===== src/rtl/grid_weighted_shortest_path_defines.svh =====
// ----------------------------------------------------------------------------
// Grid weighted shortest path: assertion macros
// Shared concurrent assertion forms, clocked on clock and disabled in reset.
// ----------------------------------------------------------------------------
`ifndef GRID_WEIGHTED_SHORTEST_PATH_DEFINES_SVH
`define GRID_WEIGHTED_SHORTEST_PATH_DEFINES_SVH

// Overlapping implication checked at every rising edge outside reset.
`define GWSP_ASSERT_IMP(lbl, ante, cons, msg) \
   lbl: assert property (@(posedge clock) disable iff (reset) (ante) |-> (cons)) \
      else $error(msg);

// Implication whose consequent is checked in the cycle after the antecedent.
`define GWSP_ASSERT_NXT(lbl, ante, cons, msg) \
   lbl: assert property (@(posedge clock) disable iff (reset) (ante) |=> (cons)) \
      else $error(msg);

`endif


===== src/rtl/gwsp_ram.sv =====
// ----------------------------------------------------------------------------
// Grid weighted shortest path: generic RAM
// One write port and one read port with registered read data.
// ----------------------------------------------------------------------------
`timescale 1ns / 1ps

module gwsp_ram #(
   parameter int WIDTH = 8,
   parameter int DEPTH = 256
) (
   input  logic                     clock,
   input  logic                     wr_en,
   input  logic [$clog2(DEPTH)-1:0] wr_addr,
   input  logic [WIDTH-1:0]         wr_data,
   input  logic [$clog2(DEPTH)-1:0] rd_addr,
   output logic [WIDTH-1:0]         rd_data
);

   logic [WIDTH-1:0] mem [DEPTH];
   logic [WIDTH-1:0] rd_data_ff;

   always_ff @(posedge clock) begin
      if (wr_en) begin
         mem[wr_addr] <= wr_data;
      end
      rd_data_ff <= mem[rd_addr];
   end

   assign rd_data = rd_data_ff;

endmodule


===== config.mk =====
export PLATFORM = sky130hd
export DESIGN_NAME = gwsp_ram
export DESIGN_NICKNAME = d
export VERILOG_FILES = /design/src/rtl/grid_weighted_shortest_path_defines.svh /design/src/rtl/gwsp_ram.sv
export SDC_FILE = /design/constraint.sdc
export NUM_CORES = 2
export LEC_CHECK = 0
export BUFFER_PORTS_ARGS = -buffer_cell sky130_fd_sc_hd__clkbuf_2
export CAP_MARGIN = 20
export CORE_MARGIN = 10
export CORE_UTILIZATION = 60
export DETAILED_ROUTE_END_ITERATION = 12
export PLACE_DENSITY = 0.79
export SLEW_MARGIN = 20
export SYNTH_ARGS = -nofsm -noshare
export SYNTH_HDL_FRONTEND = slang
export SYNTH_SLANG_ARGS = --single-unit

===== constraint.sdc =====
create_clock -name clock -period 5.46 [get_ports clock]
set_input_delay 0.273 -clock clock [delete_from_list [all_inputs] [get_ports clock]]
set_output_delay 0.273 -clock clock [all_outputs]
set_load 0.02 [all_outputs]

==> results.py <==
metrics = {
    "finish": {
        "multi_input_area_um2": 16500,
        "post-route-util_pct": 66.5,
        "stdcell_area_um2": 87500,
        "fillers": 7728,
        "layout_common_cells": "edfxtp_1, mux4_2, nor2_1, clkbuf_16, mux2i_1",
        "seq_area_um2": 61700,
        "mostFrequentLayoutCell": "edfxtp_1",
        "layout-drive-gt1-share_pct": 21.4,
        "syn2layout_area_growth_pct": 9.97,
        "nets": 3831,
    },
    "floorplanning": {
        "die_x_um": 384,
        "dieArea_um2": 148000,
        "core_area_um2": 132000,
        "num_rows": 133,
        "die-height_um": 384,
        "pin_count": 34,
        "initial_core_util_pct": 60.4,
    },
    "synth": {
        "syn_area_um2": 79600,
        "synthCells": 3733,
        "synth_area_per_cell_um2": 21.3,
        "yosysUniqueCellTypes": 55,
        "synth-seq-area-share_pct": 77.5,
        "ys_seq_elements": 2056,
        "syn-num-nets": 3759,
        "synth_warnings": 0,
    },
    "power_and_ir_drop": {
        "p_int_w": 0.0252,
        "powerDensity_nw_per_um2": 365,
        "p_switching_w": 0.00682,
        "seq_power_share_pct": 54.5,
        "combPwrFrac_pct": 4.8,
        "pwr-share-clk_pct": 40.7,
        "ir_drop_mv": 0.361,
        "switching_share_pct": 21.3,
        "leakage_nw": 26.8,
    },
    "worst_setup_path": {
        "critical_path_class": "input pin to register",
        "cp_max_fo": 31,
        "startpoint": "rd_addr[3]",
        "r2r_cells": 6,
        "r2r_slack_ps": 2600,
        "cp-endpoint": "rd_data[1]$_DFF_P_",
        "worstReg2RegStart": "mem[130][1]$_DFFE_PP_",
        "r2r-end": "rd_data[1]$_DFF_P_",
        "cp-end-kind": "register",
        "cp-start-kind": "input pin",
        "crit_arrival_ps": 3930,
        "cp.required_ps": 6080,
    },
    "clock_network": {
        "post_cts_buffers": 0,
        "clock_latency_ps": 800,
        "cts_sinks": 2056,
        "clock_path_buffers": 3,
        "cts_root_buf": "clkbuf_16",
        "clkSlewWorstSetupHoldPaths_ps": 60,
        "htreeDepth": 4,
        "cts_tree": "built",
        "numCtsBuffers": 192,
    },
    "flow_run": {
        "cap_violations": 0,
    },
    "route": {
        "drcViolationCount": 0,
        "wire_per_inst_um": 34.1,
        "dr.pass1.iters": 6,
        "initialDrtViolationCount": 6117,
        "viasPerCell": 7.01,
        "drt_wl_total_um": 195000,
        "num_vias": 40100,
        "ant_nets": 0,
    },
    "hold_path": {
        "min_path_type": "input pin to register",
    },
    "timing": {
        "tightest_slew_ps": 1200,
        "setup_viol": 0,
        "max-slew-margin-rel_pct": 19.7,
        "drv_slew": 0,
        "finalCritPeriodShare_pct": 60.6,
        "rsz0062_at_grt": "false",
        "fmax_mhz": 302,
        "layout_min_cycle_time_ps": 3310,
        "setup_tns_ps": 0,
        "hold_viol": 0,
        "setup_slack_ps": 2150,
        "finalClockSkew_ps": 39.2,
    },
    "global_route": {
        "grt_max_degree": 197,
        "antenna_found_initial": 14,
        "grt_pass1_vias": 40100,
        "grtUsageTotal_pct": 26.5,
        "grt_pass1_wl_um": 284000,
        "grt_overflow": 0,
    },
    "status": {
        "status": "completed",
    },
    "place": {
        "port_buffers": 33,
        "gp_congestion": 0.857,
        "place_area_um2": 81400,
        "place_ws_ps": 1510,
        "place_hpwl_um": 111000,
    },
}
[final cells by class]
type,count,share of cell area [%]
antenna,7,0.0200
clock buffer,248,5.91
clock inverter,102,1.01
inverter,2,0.00858
multi-input combinational,1442,18.9
sequential,2056,70.5
tap,1755,2.51
timing repair buffer,111,1.17
[how the worst min path moves through the flow]
stage                       start                     to  slack (ps)  cells after the start
6_report               wr_data[1]  mem[244][1]$_DFFE_PP_          20                      1
3_5_place_dp   rd_data[1]$_DFF_P_             rd_data[1]         780                      1
3_3_place_gp   rd_data[1]$_DFF_P_             rd_data[1]         790                      1
4_1_cts                wr_data[1]   mem[66][1]$_DFFE_PP_          10                      1
5_1_grt                wr_data[1]  mem[244][1]$_DFFE_PP_          30                      1
2_1_floorplan          wr_data[0]    mem[0][0]$_DFFE_PP_         370                      0
[logic make-up after synthesis]
logic type | synth area share (%)
buffers and inverters | 1.83
muxes | 14.6
and+or+nand+nor | 2.63
AOI/OAI and AO/OA | 3.42
DFF | 77.5
[synthesized netlist by cell type (all sizes together)]
library cell | count | area, µm²
o21ai | 12 | 60.1
and3 | 1 | 6.26
o311ai | 1 | 8.76
a21oi | 96 | 480
nor4b | 1 | 8.76
nor2b | 31 | 194
a22oi | 133 | 998
nand3 | 34 | 170
and3b | 2 | 17.5
mux4 | 456 | 10300
and2 | 6 | 37.5
nor2 | 282 | 1060
a21boi | 1 | 7.51
nor3b | 1 | 7.51
nand2b | 8 | 50.1
nor3 | 22 | 110
nand2 | 33 | 124
a311oi | 2 | 17.5
mux2i | 134 | 1340
inv | 1 | 3.75
or2b | 1 | 7.51
clkinv | 1 | 3.75
a22o | 8 | 70.1
o22ai | 28 | 175
nor4 | 27 | 188
clkbuf | 111 | 417
or3b | 1 | 8.76
o32ai | 5 | 51.3
buf | 122 | 1030
nand4 | 10 | 62.6
dfxtp | 8 | 160
nand3b | 2 | 15.0
a31oi | 2 | 12.5
a221oi | 14 | 129
edfxtp | 2048 | 61500
a2111oi | 5 | 52.6
o211ai | 10 | 75.1
or2 | 4 | 25.0
mux2 | 1 | 11.3
o22a | 5 | 43.8
a211oi | 16 | 120
o221ai | 47 | 418
[through the flow]
step                      cells  hold slack, ps  total power, W
after floorplan            3733             372          0.0186
after global placement     5365             789          0.0192
after detailed placement   5365             781          0.0193
after CTS                  5716            12.7          0.0320
after global routing       5718            27.6          0.0326
final                      5723            20.3          0.0320
[sequential cells by signal (all words and copies together) (netlist names)]
register / cells
mem: 2048
rd_data: 8
[power by group through the flow]
stage	Sequential [W]	Clock, W	Combinational [W]
6_report	0.0174	0.0130	0.00154
5_1_grt	0.0174	0.0136	0.00160
4_1_cts	0.0174	0.0130	0.00151
3_5_place_dp	0.0178	0	0.00149
3_3_place_gp	0.0178	0	0.00146
2_1_floorplan	0.0178	0	0.000845
[per-layer routing]
metal | wire, µm | share of wire, % | track usage (%)
met4 | 8410 | 4.3 | 10.3
met3 | 26100 | 13 | 7.98
met1 | 67100 | 34 | 35.3
met2 | 93600 | 48 | 41.4
met5 | 143 | 0.073 | 0.325
[repair_timing]
item	CTS	global route
endpoints found under the hold margin	39	0
endpoints found under the setup margin	0	0
gates resized for setup	0	0
hold buffers	1	0
[worst max-delay path: stages]
cell	delay (ps)
buf_2	780
buf_4	590
nand2_1	420
o22a_1	320
o21ai_0	180
a2111oi_1	220
nor3_1	930
nor4_1	160
(Power assumes the default switching activity.)
